$ cat src/rtl/jwbs_pkg.sv
// shared types and constants of the jeroslow-wang branch selector
// used by jwbs_ctrl, jwbs_dp and jeroslow_wang_branch_select; no dependencies
`timescale 1ns / 1ps

package jwbs_pkg;

  localparam int unsigned SCORE_BITS = 48;
  localparam int unsigned VAR_BITS   = 10;
  localparam int unsigned SIZE_BITS  = 6;
  localparam int unsigned LIMIT_BITS = 11;

  localparam logic [1:0] OP_LIT = 2'd0;
  localparam logic [1:0] OP_ASG = 2'd1;
  localparam logic [1:0] OP_DEC = 2'd2;
  localparam logic [1:0] OP_CLR = 2'd3;

  // controller to datapath
  typedef struct packed {
    logic load;
    logic start;
    logic scan_issue;
    logic lit_rd;
    logic lit_wr;
    logic asg_wr;
    logic clr_step;
    logic clr_asg;
    logic res_load;
  } cmd_t;

  // datapath to controller
  typedef struct packed {
    logic below_limit;
    logic pipe_busy;
    logic cnt_last;
  } sts_t;

endpackage

$ cat src/rtl/jwbs_ctrl.sv
// controller state machine of the branch selector: sequences clears,
// literal updates, assignments and decide scans; depends on jwbs_pkg
`timescale 1ns / 1ps

module jwbs_ctrl (
  input  logic           clk_i,
  input  logic           rst_ni,
  input  logic           in_valid_i,
  input  logic [1:0]     op_i,
  output logic           in_ready_o,
  input  logic           out_ready_i,
  output logic           out_valid_o,
  output jwbs_pkg::cmd_t cmd_o,
  input  jwbs_pkg::sts_t sts_i
);

  localparam logic [2:0] ST_CLR  = 3'd0;
  localparam logic [2:0] ST_IDLE = 3'd1;
  localparam logic [2:0] ST_LRD  = 3'd2;
  localparam logic [2:0] ST_LWR  = 3'd3;
  localparam logic [2:0] ST_ASG  = 3'd4;
  localparam logic [2:0] ST_DEC  = 3'd5;
  localparam logic [2:0] ST_DOUT = 3'd6;

  logic [2:0] state_q, state_d;
  logic       clr_asg_q, clr_asg_d;
  logic       out_valid_q, out_valid_d;

  assign in_ready_o  = (state_q == ST_IDLE);
  assign out_valid_o = out_valid_q;

  always_comb begin
    state_d   = state_q;
    clr_asg_d = clr_asg_q;
    cmd_o     = '0;
    case (state_q)
      ST_CLR: begin
        cmd_o.clr_step = 1'b1;
        cmd_o.clr_asg  = clr_asg_q;
        if (sts_i.cnt_last) begin
          state_d   = ST_IDLE;
          clr_asg_d = 1'b0;
        end
      end
      ST_IDLE: begin
        if (in_valid_i) begin
          cmd_o.load  = 1'b1;
          cmd_o.start = 1'b1;
          case (op_i)
            jwbs_pkg::OP_LIT: state_d = ST_LRD;
            jwbs_pkg::OP_ASG: state_d = ST_ASG;
            jwbs_pkg::OP_DEC: state_d = ST_DEC;
            default:          state_d = ST_CLR;
          endcase
        end
      end
      ST_LRD: begin
        cmd_o.lit_rd = 1'b1;
        state_d      = ST_LWR;
      end
      ST_LWR: begin
        cmd_o.lit_wr = 1'b1;
        state_d      = ST_IDLE;
      end
      ST_ASG: begin
        cmd_o.asg_wr = 1'b1;
        state_d      = ST_IDLE;
      end
      ST_DEC: begin
        cmd_o.scan_issue = sts_i.below_limit;
        if (!sts_i.below_limit && !sts_i.pipe_busy) begin
          state_d = ST_DOUT;
        end
      end
      ST_DOUT: begin
        if (!out_valid_q || out_ready_i) begin
          cmd_o.res_load = 1'b1;
          state_d        = ST_IDLE;
        end
      end
      default: begin
        state_d = ST_IDLE;
      end
    endcase
  end

  always_comb begin
    out_valid_d = out_valid_q;
    if (cmd_o.res_load) begin
      out_valid_d = 1'b1;
    end else if (out_ready_i) begin
      out_valid_d = 1'b0;
    end
  end

  always_ff @(posedge clk_i or negedge rst_ni) begin
    if (!rst_ni) begin
      state_q     <= ST_CLR;
      clr_asg_q   <= 1'b1;
      out_valid_q <= 1'b0;
    end else begin
      state_q     <= state_d;
      clr_asg_q   <= clr_asg_d;
      out_valid_q <= out_valid_d;
    end
  end

`ifndef SYNTH
  a_res_load_free: assert property (@(posedge clk_i) disable iff (!rst_ni)
    cmd_o.res_load |-> (!out_valid_q || out_ready_i))
    else $error("result loaded over a pending beat");

  a_out_from_dout: assert property (@(posedge clk_i) disable iff (!rst_ni)
    $rose(out_valid_q) |-> ($past(state_q) == ST_DOUT))
    else $error("result beat raised outside result state");

  a_clr_exit: assert property (@(posedge clk_i) disable iff (!rst_ni)
    (state_q == ST_CLR && sts_i.cnt_last) |=> (state_q == ST_IDLE && !clr_asg_q))
    else $error("clear sweep did not finish");

  a_scan_in_dec: assert property (@(posedge clk_i) disable iff (!rst_ni)
    sts_i.pipe_busy |-> (state_q == ST_DEC))
    else $error("scan pipeline busy outside decide");
`endif

endmodule

$ cat config.mk
export PLATFORM = sky130hd
export DESIGN_NAME = jwbs_ctrl
export DESIGN_NICKNAME = d
export VERILOG_FILES = /design/src/rtl/jwbs_pkg.sv /design/src/rtl/jwbs_ctrl.sv
export SDC_FILE = /design/constraint.sdc
export NUM_CORES = 1
export LEC_CHECK = 0
export BUFFER_PORTS_ARGS = -buffer_cell sky130_fd_sc_hd__buf_2
export CAP_MARGIN = 20
export CORE_AREA = 2 2 39 41
export CTS_BUF_LIST = sky130_fd_sc_hd__clkbuf_8
export DETAILED_ROUTE_END_ITERATION = 10
export DIE_AREA = 0 0 41 43
export PLACE_DENSITY_LB_ADDON = 0.1
export SYNTH_ARGS = -nofsm -noshare
export SYNTH_HDL_FRONTEND = slang
export SYNTH_SLANG_ARGS = --single-unit
$ cat constraint.sdc
create_clock -name clk_i -period 1.2 [get_ports clk_i]
set_input_delay 0.06 -clock clk_i [delete_from_list [all_inputs] [get_ports clk_i]]
set_output_delay 0.06 -clock clk_i [all_outputs]
set_load 0.01 [all_outputs]
Word-level counts from Yosys, hierarchy flattened
Index checks and enable logic that the tools add are counted.
{"block": "word_totals", "wordCells": 42, "regBits": 5}
{"block": "classes", "n_eq_ne": 12, "n_reduce_logical": 10, "n_mux": 17}
{"operator": "case mux 3 bit (5 select lines)", "count": 1}
{"operator": "two-way mux 3 bit", "count": 4}
{"operator": "== test 3 bit (second input constant)", "count": 3}
{"operator": "case mux 3 bit (3 select lines)", "count": 1}
{"operator": "two-way mux 1 bit", "count": 8}
{"operator": "!= test 2 bit (second input constant)", "count": 4}
{"operator": "== test 3 x 2 -> 1 bit (second input constant)", "count": 2}
{"operator": "two-way mux 2 bit", "count": 3}
{"operator": "AND reduction 4 bit", "count": 1}
{"operator": "== test 3 x 1 -> 1 bit (second input constant)", "count": 1}
{"operator": "logical NOT 1 bit", "count": 3}
{"operator": "logical NOT 3 bit", "count": 1}
{"operator": "== test 2 x 1 -> 1 bit (second input constant)", "count": 1}
{"operator": "== test 2 bit (second input constant)", "count": 1}
{"operator": "logical NOT 2 bit", "count": 1}
{"operator": "AND reduction 2 bit", "count": 1}
{"operator": "nonzero test 2 bit", "count": 1}
{"operator": "logical AND 1 bit", "count": 1}
{"operator": "logical OR 1 bit", "count": 1}

Depth between registers and ports, before layout
Gate-level depths: netlist (run 1).
{"block": "depth", "ltp_word": 5, "ltp_mapped": 6}

Least setup slack after synthesis (run 1)
No wires, ideal clock.
{"block": "synth_timing", "path_type": "register -> output", "from": "reg state_q[1]", "to": "out cmd_o[8] (netlist bit)", "path_slack_ns": -0.108, "path_stages_with_launch": 5, "arrival_time_ns": 1.248, "path_cell_list": "dfrtp_1 -> and2b_2 -> nor2b_1 -> and2_1 -> buf_4"}
{"element": "start, declared", "line_no": "jwbs_ctrl.sv:25", "rtl": "logic [2:0] state_q, state_d;"}
{"element": "start signal, assigned", "line_no": "jwbs_ctrl.sv:102", "rtl": "state_q <= state_d;"}
{"element": "end, declared", "line_no": "jwbs_ctrl.sv:13", "rtl": "output jwbs_pkg::cmd_t cmd_o,"}

==> results of run 1 <==
==> metal layers <==
layer	vias up	track usage, %	routed length (µm)
met2	16	19.1	522
met1	186	17.7	487
met5	-	0	0
met3	4	3.14	58
li1	210	-	-
met4	0	14.0	38
==> cells by family (layout without fill, tap and decap cells) <==
group / Yosys count / in the layout / synth area share [%]
simple gates: 23 / 23 / 34.3
compound gates: 7 / 7 / 11.5
buf+inv: 7 / 39 / 11.5
flops: 5 / 5 / 32.4
fa+ha+maj: 2 / 2 / 6.41
mux: 1 / 1 / 3.85
==> worst max path at each step <==
| stage | to | slack, ns | cells after the start |
|---|---|---|---|
| 3_5_place_dp | state_q[1]$_DFFE_PN0P_ | -0.05 | 4 |
| 3_3_place_gp | state_q[1]$_DFFE_PN0P_ | 0.01 | 4 |
| 5_1_grt | cmd_o[7] | -0.18 | 4 |
| 6_report | cmd_o[7] | -0.14 | 4 |
| 2_1_floorplan | state_q[0]$_DFFE_PN0P_ | -0.006 | 5 |
| 4_1_cts | cmd_o[8] | -0.14 | 4 |
==> Yosys cell counts <==
library cell	n
a21boi_0	1
a21oi_1	2
and2_1	2
and2b_2	1
and3_1	1
buf_4	3
buf_6	1
dfrtp_1	4
dfstp_2	1
ha_1	2
inv_1	3
mux2_4	1
nand2_1	4
nand2b_1	1
nand3b_1	3
nor2_1	3
nor2b_1	2
nor3_1	1
nor3b_1	2
o21ai_0	3
o22ai_2	1
or2_2	3
==> critical path: stages (launching register included) <==
cell	delay, ns
dfrtp_1	0.41
and2b_2	0.25
nor2b_4	0.13
and2_4	0.16
buf_6	0.10
==> power by group through the flow <==
| stage | clock network, mW | registers [mW] | logic (mW) |
|---|---|---|---|
| global route | 0.327 | 0.288 | 1.20 |
| global placement | 0 | 0.270 | 0.702 |
| detailed placement | 0 | 0.278 | 0.694 |
| finish | 0.302 | 0.280 | 1.12 |
| floorplan | 0 | 0.250 | 0.527 |
| CTS | 0.307 | 0.274 | 0.881 |
==> per-stage QoR <==
step / hold slack, ns / TNS (ns)
global placement: -0.117 / 0
detailed placement: -0.123 / -0.0712
floorplan: -0.236 / -0.00598
CTS: 0.0148 / -0.730
finish: 0.0339 / -0.679
global route: 0.0310 / -1.25
==> cell type report <==
class                           instances  area, µm²
Fill cell                             142        673
Multi-Input combinational cell         33        278
Timing Repair Buffer                   32        229
Sequential cell                         5        128
Clock buffer                            3       41.3
Tap cell                               16       20.0
Inverter                                3       11.3
Clock inverter                          1       3.75
==> flip-flops by register name, summed over array words and instances, names as in the netlist <==
| signal | cells |
|---|---|
| clr_asg_q | 1 |
| out_valid_o | 1 |
| state_q | 3 |
==> timing repair <==
item / 4_1_cts / 5_1_grt
gates resized for setup: 7 / 13
endpoints found under the hold margin: 5 / 0
setup buffers: 3 / 4
pin swaps: 2 / 4
endpoints found under the setup margin: 10 / 12
hold buffers: 1 / 0
==> results.yml, run 1 <==
clock_tree:
  cts_buffers: 3
  cts_root_buf: "clkbuf_8"
  cts_buffer_depth: 2
  cts_tree: "yes"
  clock_sinks: 5
  clk_latency_ns: 0.22
  cts.clk_slew.worst_paths_ns: 0.04
  htree_levels: 1
drt:
  drc_errors: 0
  via_per_inst: 4.47
  wl_per_cell_um: 11.9
  dr.first_iter.drc_count: 3
  vias: 416
  firstDrtPassIters: 4
  ant_nets: 0
  wirelength_mm: 1.11
grt:
  grt_usage_pct: 14.3
  grt_max_degree: 7
  grt_remaining_overflow: 0
  antenna_found_initial: 0
  grt_pass1_wl_mm: 1.59
  grt_pass1_vias: 387
worst_setup_path:
  critical_path_class: "reg -> out"
  critical_path.startpoint: "state_q[1]$_DFFE_PN0P_"
  path_max_fanout: 5
  required_ns: 1.14
  crit_arrival_ns: 1.28
  crit_path_end_kind: "primary output"
  ff2ff_path_depth: 5
  reg2reg_slack_ns: -0.13
  critPathLaunchType: "flop"
  reg2reg_from: "state_q[0]$_DFFE_PN0P_"
  r2r_end: "state_q[0]$_DFFE_PN0P_"
final_layout:
  layout-drive-gt1-share_pct: 64.9
  area_growth_pct: 82.1
  num_antenna_cells: 0
  final_cell_area_um2: 711
  fin_cells: 93
  final_cell_mix: "16 x buf_2, 8 x buf_4, 7 x buf_6, 4 x inv_1, 4 x nand2_1"
  layout_commonest_cell: "buf_2"
  final_util_pct: 51.4
  fin_nets: 89
placed_design:
  dpl_cell_area_um2: 519
  portBuffers: 19
  post-place-ws_ns: -0.0511
  gp_congestion: 0.759
  dp_cells: 81
  post-dp-hpwl_um: 697
power_and_ir_drop:
  pwr-share-comb_pct: 65.8
  p_seq_share_pct: 16.5
  p_leak_nw: 0.375
  max-vdd-ir-drop_v: 0.00112
  totalPowerFinal_mw: 1.70
  power_switching_mw: 0.629
  p_int_mw: 1.07
  clkPwrFrac_pct: 17.7
  power_density_nw_per_um2: 2390
  p_sw_share_pct: 37.0
synthesis:
  yosys.area.top_type: "dfrtp_1"
  syn_area_um2: 390
  yosysWarnings: 0
  synth.avg_cell_area_um2: 8.67
  syn_inst: 45
  ys_ff_latch: 5
  synth_fp_nets: 56
  yosysTopAreaCellShare_pct: 25.6
  synth_area_leaders: "dfrtp_1 26%, dfstp_2 6.7%, ha_1 6.4%"
  synth_cell_types: 22
  seq_area_frac_synth_pct: 32.4
floorplan:
  die_width_um: 41
  die_area_um2: 1760
  rows: 14
  ioPinCount: 20
  dieHeight_um: 43
  core_area_um2: 1380
  initial_utilization_pct: 28.2
sta:
  maxSlewHeadroom_pct: 86.0
  worst_pin_slew_ns: 0.209
  rsz0062_at_grt: "true"
  clock.fmax_ghz: 0.749
  min_period_over_period_pct: 111
  layout_setup_ws_ns: -0.136
  drv_slew: 0
  finalClockSkew_ns: 0.00278
  hold_viol: 0
  min_period_ns: 1.34
  setup_viol_count_final: 8
run_status:
  status: "complete, but fails checks"
  violations: "setup timing"
hold_path:
  whs_path_depth: 2
  hold_start: "sts_i[0]"
  min_delay_worst_endpoint: "clr_asg_q$_DFFE_PN1P_"
  hold_path_class: "in -> reg"
flow_run:
  maxCapViolCount: 0
(Power assumes the default switching activity.)
==> inputs of run 2 (changes only) <==
Settings changed: BUFFER_PORTS_ARGS -buffer_cell sky130_fd_sc_hd__buf_2 to -buffer_cell sky130_fd_sc_hd__buf_4, PLACE_DENSITY set to 0.69, PLACE_DENSITY_LB_ADDON 0.1 to not set, REMOVE_ABC_BUFFERS set to 1.
==> run 2 against run 1 <==
The flow still finishes with violations (setup timing). Sequential cell count unchanged. Sequential share of layout area down 1.5 points. Global-route usage up 0.99 points. Setup slack better by 0.0063 ns. Wire length up 3.6%. Clock skew up 0.0012 ns. Count of clock-buffer cells in the layout unchanged. Die area unchanged. Register-to-register slack about the same.
==> results.yml, run 2 (synthesis gave the netlist of run 1 again) <==
power_and_ir_drop:
  clkPwrFrac_pct: 17.1
  power_density_nw_per_um2: 2330
  p_int_mw: 1.16
  p_sw_share_pct: 36.0
  p_seq_share_pct: 15.8
  power_switching_mw: 0.649
  max-vdd-ir-drop_v: 0.000850
  pwr-share-comb_pct: 67.1
  p_leak_nw: 0.387
final_layout:
  layout_commonest_cell: "buf_4"
  area_growth_pct: 98.1
  fin_nets: 90
  final_cell_mix: "22 x buf_4, 10 x buf_6, 4 x inv_1"
  num_antenna_cells: 0
  layout-drive-gt1-share_pct: 67.9
  regMostFlops: "state_q"
  largest_reg_flops: 3
  final_util_pct: 55.9
hold_path:
  whs_path_depth: 2
  min_delay_worst_endpoint: "clr_asg_q$_DFFE_PN1P_"
  hold_start: "sts_i[0]"
  hold_path_class: "in -> reg"
drt:
  firstDrtPassIters: 2
  wl_per_cell_um: 12.2
  via_per_inst: 4.55
  vias: 428
  wirelength_mm: 1.15
  ant_nets: 0
  drc_errors: 0
  dr.first_iter.drc_count: 1
grt:
  antenna_found_initial: 0
  grt_usage_pct: 15.3
  grt_pass1_vias: 397
  grt_pass1_wl_mm: 1.70
  grt_remaining_overflow: 0
  grt_max_degree: 7
sta:
  min_period_over_period_pct: 111
  layout_setup_ws_ns: -0.129
  worst_pin_slew_ns: 0.250
  clock.fmax_ghz: 0.752
  setup_tns_ns: -0.950
  rsz0062_at_grt: "true"
  hold_viol: 0
  finalClockSkew_ns: 0.00397
  drv_slew: 0
  min_period_ns: 1.33
  setup_viol_count_final: 12
  maxSlewHeadroom_pct: 83.3
  holdWs_ns: 0.00652
worst_setup_path:
  r2r_end: "state_q[0]$_DFFE_PN0P_"
  reg2reg_from: "state_q[0]$_DFFE_PN0P_"
  required_ns: 1.31
  crit_path_end_kind: "flop"
  critical_path_class: "reg -> reg"
  critPathLaunchType: "flop"
  ff2ff_path_depth: 5
  crit_arrival_ns: 1.44
  reg2reg_slack_ns: -0.13
  path_max_fanout: 5
floorplan:
  die_width_um: 41
  core_area_um2: 1380
  initial_utilization_pct: 28.2
  die_area_um2: 1760
  rows: 14
  dieHeight_um: 43
  ioPinCount: 20
run_status:
  violations: "setup timing"
  status: "complete, but fails checks"
flow_run:
  maxCapViolCount: 0
clock_tree:
  cts_buffers: 3
  cts_root_buf: "clkbuf_8"
  cts_buffer_depth: 2
  cts_tree: "yes"
  htree_levels: 1
  clock_sinks: 5
  cts.clk_slew.worst_paths_ns: 0.04
  clk_latency_ns: 0.22
placed_design:
  portBuffers: 19
  post-dp-hpwl_um: 699
  post-place-ws_ns: -0.0368
  gp_congestion: 0.739
==> run 2: power by group through the flow <==
stage | combinational, mW | sequential [mW] | clock [mW]
global placement | 0.725 | 0.274 | 0
finish | 1.21 | 0.285 | 0.309
detailed placement | 0.739 | 0.276 | 0
global route | 1.30 | 0.289 | 0.326
floorplan | 0.351 | 0.298 | 0
CTS | 1.10 | 0.273 | 0.303
==> run 2: how the worst max path moves through the flow <==
| stage | to | startpoint |
|---|---|---|
| after floorplan | cmd_o[7] | state_q[1]$_DFFE_PN0P_ |
| after global placement | state_q[1]$_DFFE_PN0P_ | state_q[2]$_DFFE_PN0P_ |
| after detailed placement | state_q[0]$_DFFE_PN0P_ | state_q[1]$_DFFE_PN0P_ |
| after CTS | state_q[0]$_DFFE_PN0P_ | state_q[0]$_DFFE_PN0P_ |
| after global routing | cmd_o[0] | state_q[1]$_DFFE_PN0P_ |
| final | state_q[0]$_DFFE_PN0P_ | state_q[0]$_DFFE_PN0P_ |
==> run 2: critical path: stages (launching register included) <==
cell and delay, ns:
dfrtp_2 0.43, buf_6 0.12, mux2_4 0.31, o22ai_4 0.17, nand3b_1 0.13, nand2_1 0.05
==> run 2: cell type report <==
type / count / area [µm²]
clock buffers: 3 / 41.3
clock inverters: 1 / 3.75
fillers: 124 / 611
inverters: 3 / 11.3
multi-input cells: 33 / 282
flip-flops and latches: 5 / 128
well taps: 16 / 20.0
repair buffers: 33 / 288
==> run 2: per-layer routing <==
layer	GRT usage, %	vias to the layer above	wire [µm]
met3	4.71	5	57
met1	16.3	195	421
met4	10.0	0	36
met2	24.4	17	631
met5	0	-	0
li1	-	211	-
==> run 2: timing repair <==
| item | CTS | global route |
|---|---|---|
| endpoints found under the hold margin | 5 | 0 |
| hold buffers | 1 | 0 |
| pin swaps | 5 | 6 |
| gates resized for setup | 16 | 10 |
| setup buffers | 7 | 0 |
| setup endpoints to repair | 10 | 13 |
==> run 2: through the flow <==
stage / cell area, µm² / total power, mW / cells
after floorplan: 357 / 0.649 / 41
after global placement: 564 / 0.999 / 82
after detailed placement: 564 / 1.01 / 82
after CTS: 739 / 1.67 / 94
after global routing: 773 / 1.92 / 94
final: 773 / 1.81 / 94
==> inputs of run 3 (changes only) <==
Settings changed: CORE_AREA 2 2 39 41 to not set, CORE_MARGIN set to 2, CORE_UTILIZATION set to 25, DIE_AREA 0 0 41 43 to not set, PLACE_DENSITY 0.69 to 0.6.
Clock period 1.2 ns to 1.45 ns, I/O delays scaled along.
==> run 3 against run 2 <==
The flow now finishes without violations. Sequential share of layout area rose by 4.5 points. Cell count fell by 9.6%. First-iteration DRC count rose by 100%. Count of clock-buffer cells in the layout did not move. Sequential cell count did not move. Die area rose by 7.4%. Clock skew fell by 0.0032 ns. Largest power group unchanged. Highest routed layer unchanged.
==> results.yml, run 3 (synthesis gave the netlist of run 1 again) <==
run_status:
  status: "finished, final reports clean"
sta:
  min_period_over_period_pct: 95.7
  worst_pin_slew_ns: 0.271
  clock.fmax_ghz: 0.721
  maxSlewHeadroom_pct: 81.9
  finalClockSkew_ns: 0.000772
  setup_viol_count_final: 0
  holdWs_ns: 0.0156
  drv_slew: 0
  min_period_ns: 1.39
  hold_viol: 0
drt:
  wl_per_cell_um: 10.4
  via_per_inst: 4.39
  ant_nets: 0
  vias: 373
  dr.first_iter.drc_count: 2
  wirelength_um: 886
  firstDrtPassIters: 3
  drc_errors: 0
grt:
  grt_max_degree: 13
  grt_pass1_vias: 341
  grt_usage_pct: 10.6
  antenna_found_initial: 0
  grt_remaining_overflow: 0
  grt_pass1_wl_mm: 1.37
flow_run:
  maxCapViolCount: 0
floorplan:
  initial_utilization_pct: 26.2
  die_area_um2: 1890
  core_area_um2: 1490
  ioPinCount: 20
  dieHeight_um: 43.5
  rows: 14
  die_width_um: 43.5
power_and_ir_drop:
  totalPowerFinal_mw: 1.11
  power_density_nw_per_um2: 1790
  max-vdd-ir-drop_v: 0.000757
  p_leak_nw: 0.324
final_layout:
  area_growth_pct: 59.0
  fillCellCount: 156
  fin_nets: 81
  fin_cells: 85
  largest_reg_flops: 3
  layout-drive-gt1-share_pct: 55.1
  final_cell_area_um2: 621
  final_util_pct: 41.7
  layout_commonest_cell: "buf_4"
  num_antenna_cells: 0
  regMostFlops: "state_q"
  final_cell_mix: "23 x buf_4, 4 x inv_1, 4 x nand2_1"
placed_design:
  portBuffers: 19
  dpl_cell_area_um2: 519
  gp_congestion: 0.667
  dp_cells: 76
  post-dp-hpwl_um: 627
clock_tree:
  cts_buffer_depth: 2
  cts.clk_slew.worst_paths_ns: 0.04
  clk_latency_ns: 0.22
  clock_sinks: 5
  htree_levels: 1
  cts_buffers: 3
  cts_tree: "yes"
  cts_root_buf: "clkbuf_8"
worst_setup_path:
  critPathLaunchType: "flop"
  ff2ff_path_depth: 5
  required_ns: 1.38
  path_max_fanout: 7
  critical_path_class: "reg -> out"
  crit_arrival_ns: 1.31
  crit_path_end_kind: "primary output"
hold_path:
  whs_path_depth: 2
  hold_path_class: "in -> reg"
==> run 3: changes by cell type in the layout (fill, tap and decap cells not counted), sizes merged <==
cell | before | now
buf | 32 | 23
==> run 3: final cells by class <==
type | count | area [µm²] | area share, %
Multi-Input combinational cell | 33 | 231 | 37.3
Timing Repair Buffer | 24 | 183 | 29.4
Sequential cell | 5 | 130 | 21.0
Clock buffer | 3 | 41.3 | 6.65
Tap cell | 16 | 20.0 | 3.23
Inverter | 3 | 11.3 | 1.81
Clock inverter | 1 | 3.75 | 0.605
==> run 3: power by group <==
group | internal (mW) | leakage [nW] | switching, mW
logic | 0.348 | 0.238 | 0.246
clock network | 0.181 | 0.0269 | 0.0676
registers | 0.188 | 0.0586 | 0.0804
==> run 3: final timing paths <==
kind                       slack, ns              startpoint                       to
max                             0.06  state_q[1]$_DFFE_PN0P_                 cmd_o[8]
min                             0.02                sts_i[0]    clr_asg_q$_DFFE_PN1P_
max reg2reg                     0.11  state_q[0]$_DFFE_PN0P_   state_q[0]$_DFFE_PN0P_
min reg2reg                     0.47   clr_asg_q$_DFFE_PN1P_    clr_asg_q$_DFFE_PN1P_
max in group asynchronous       1.06                  rst_ni    clr_asg_q$_DFFE_PN1P_
min in group asynchronous       0.20                  rst_ni  out_valid_o$_DFFE_PN0P_
==> run 3: what timing repair did <==
item	4_1_cts	5_1_grt
buffers inserted	2	2
hold buffers	1	0
resized for setup	2	4
endpoints found under the setup margin	2	2
endpoints found under the hold margin	5	0
==> run 3: layer usage <==
layer  GRT usage (%)  up-vias  routed length, µm
met3            2.50        2                 36
met2            15.8       10                434
met1            11.3      168                385
li1                -      193                  -
met5               0        -                  0
met4            12.7        0                 29
==> run 3: per-stage QoR <==
step	setup WS [ns]	TNS, ns
floorplan	0.220	0
global placement	0.173	0
detailed placement	0.160	0
CTS	0.00215	0
global route	-0.00139	-0.00139
finish	0.0626	0
==> run 3: critical path, stage by stage, from the launching register on <==
cell and delay, ns:
dfrtp_2 0.41, and2b_2 0.26, nor2b_4 0.13, and2_1 0.16
buf_4 0.14
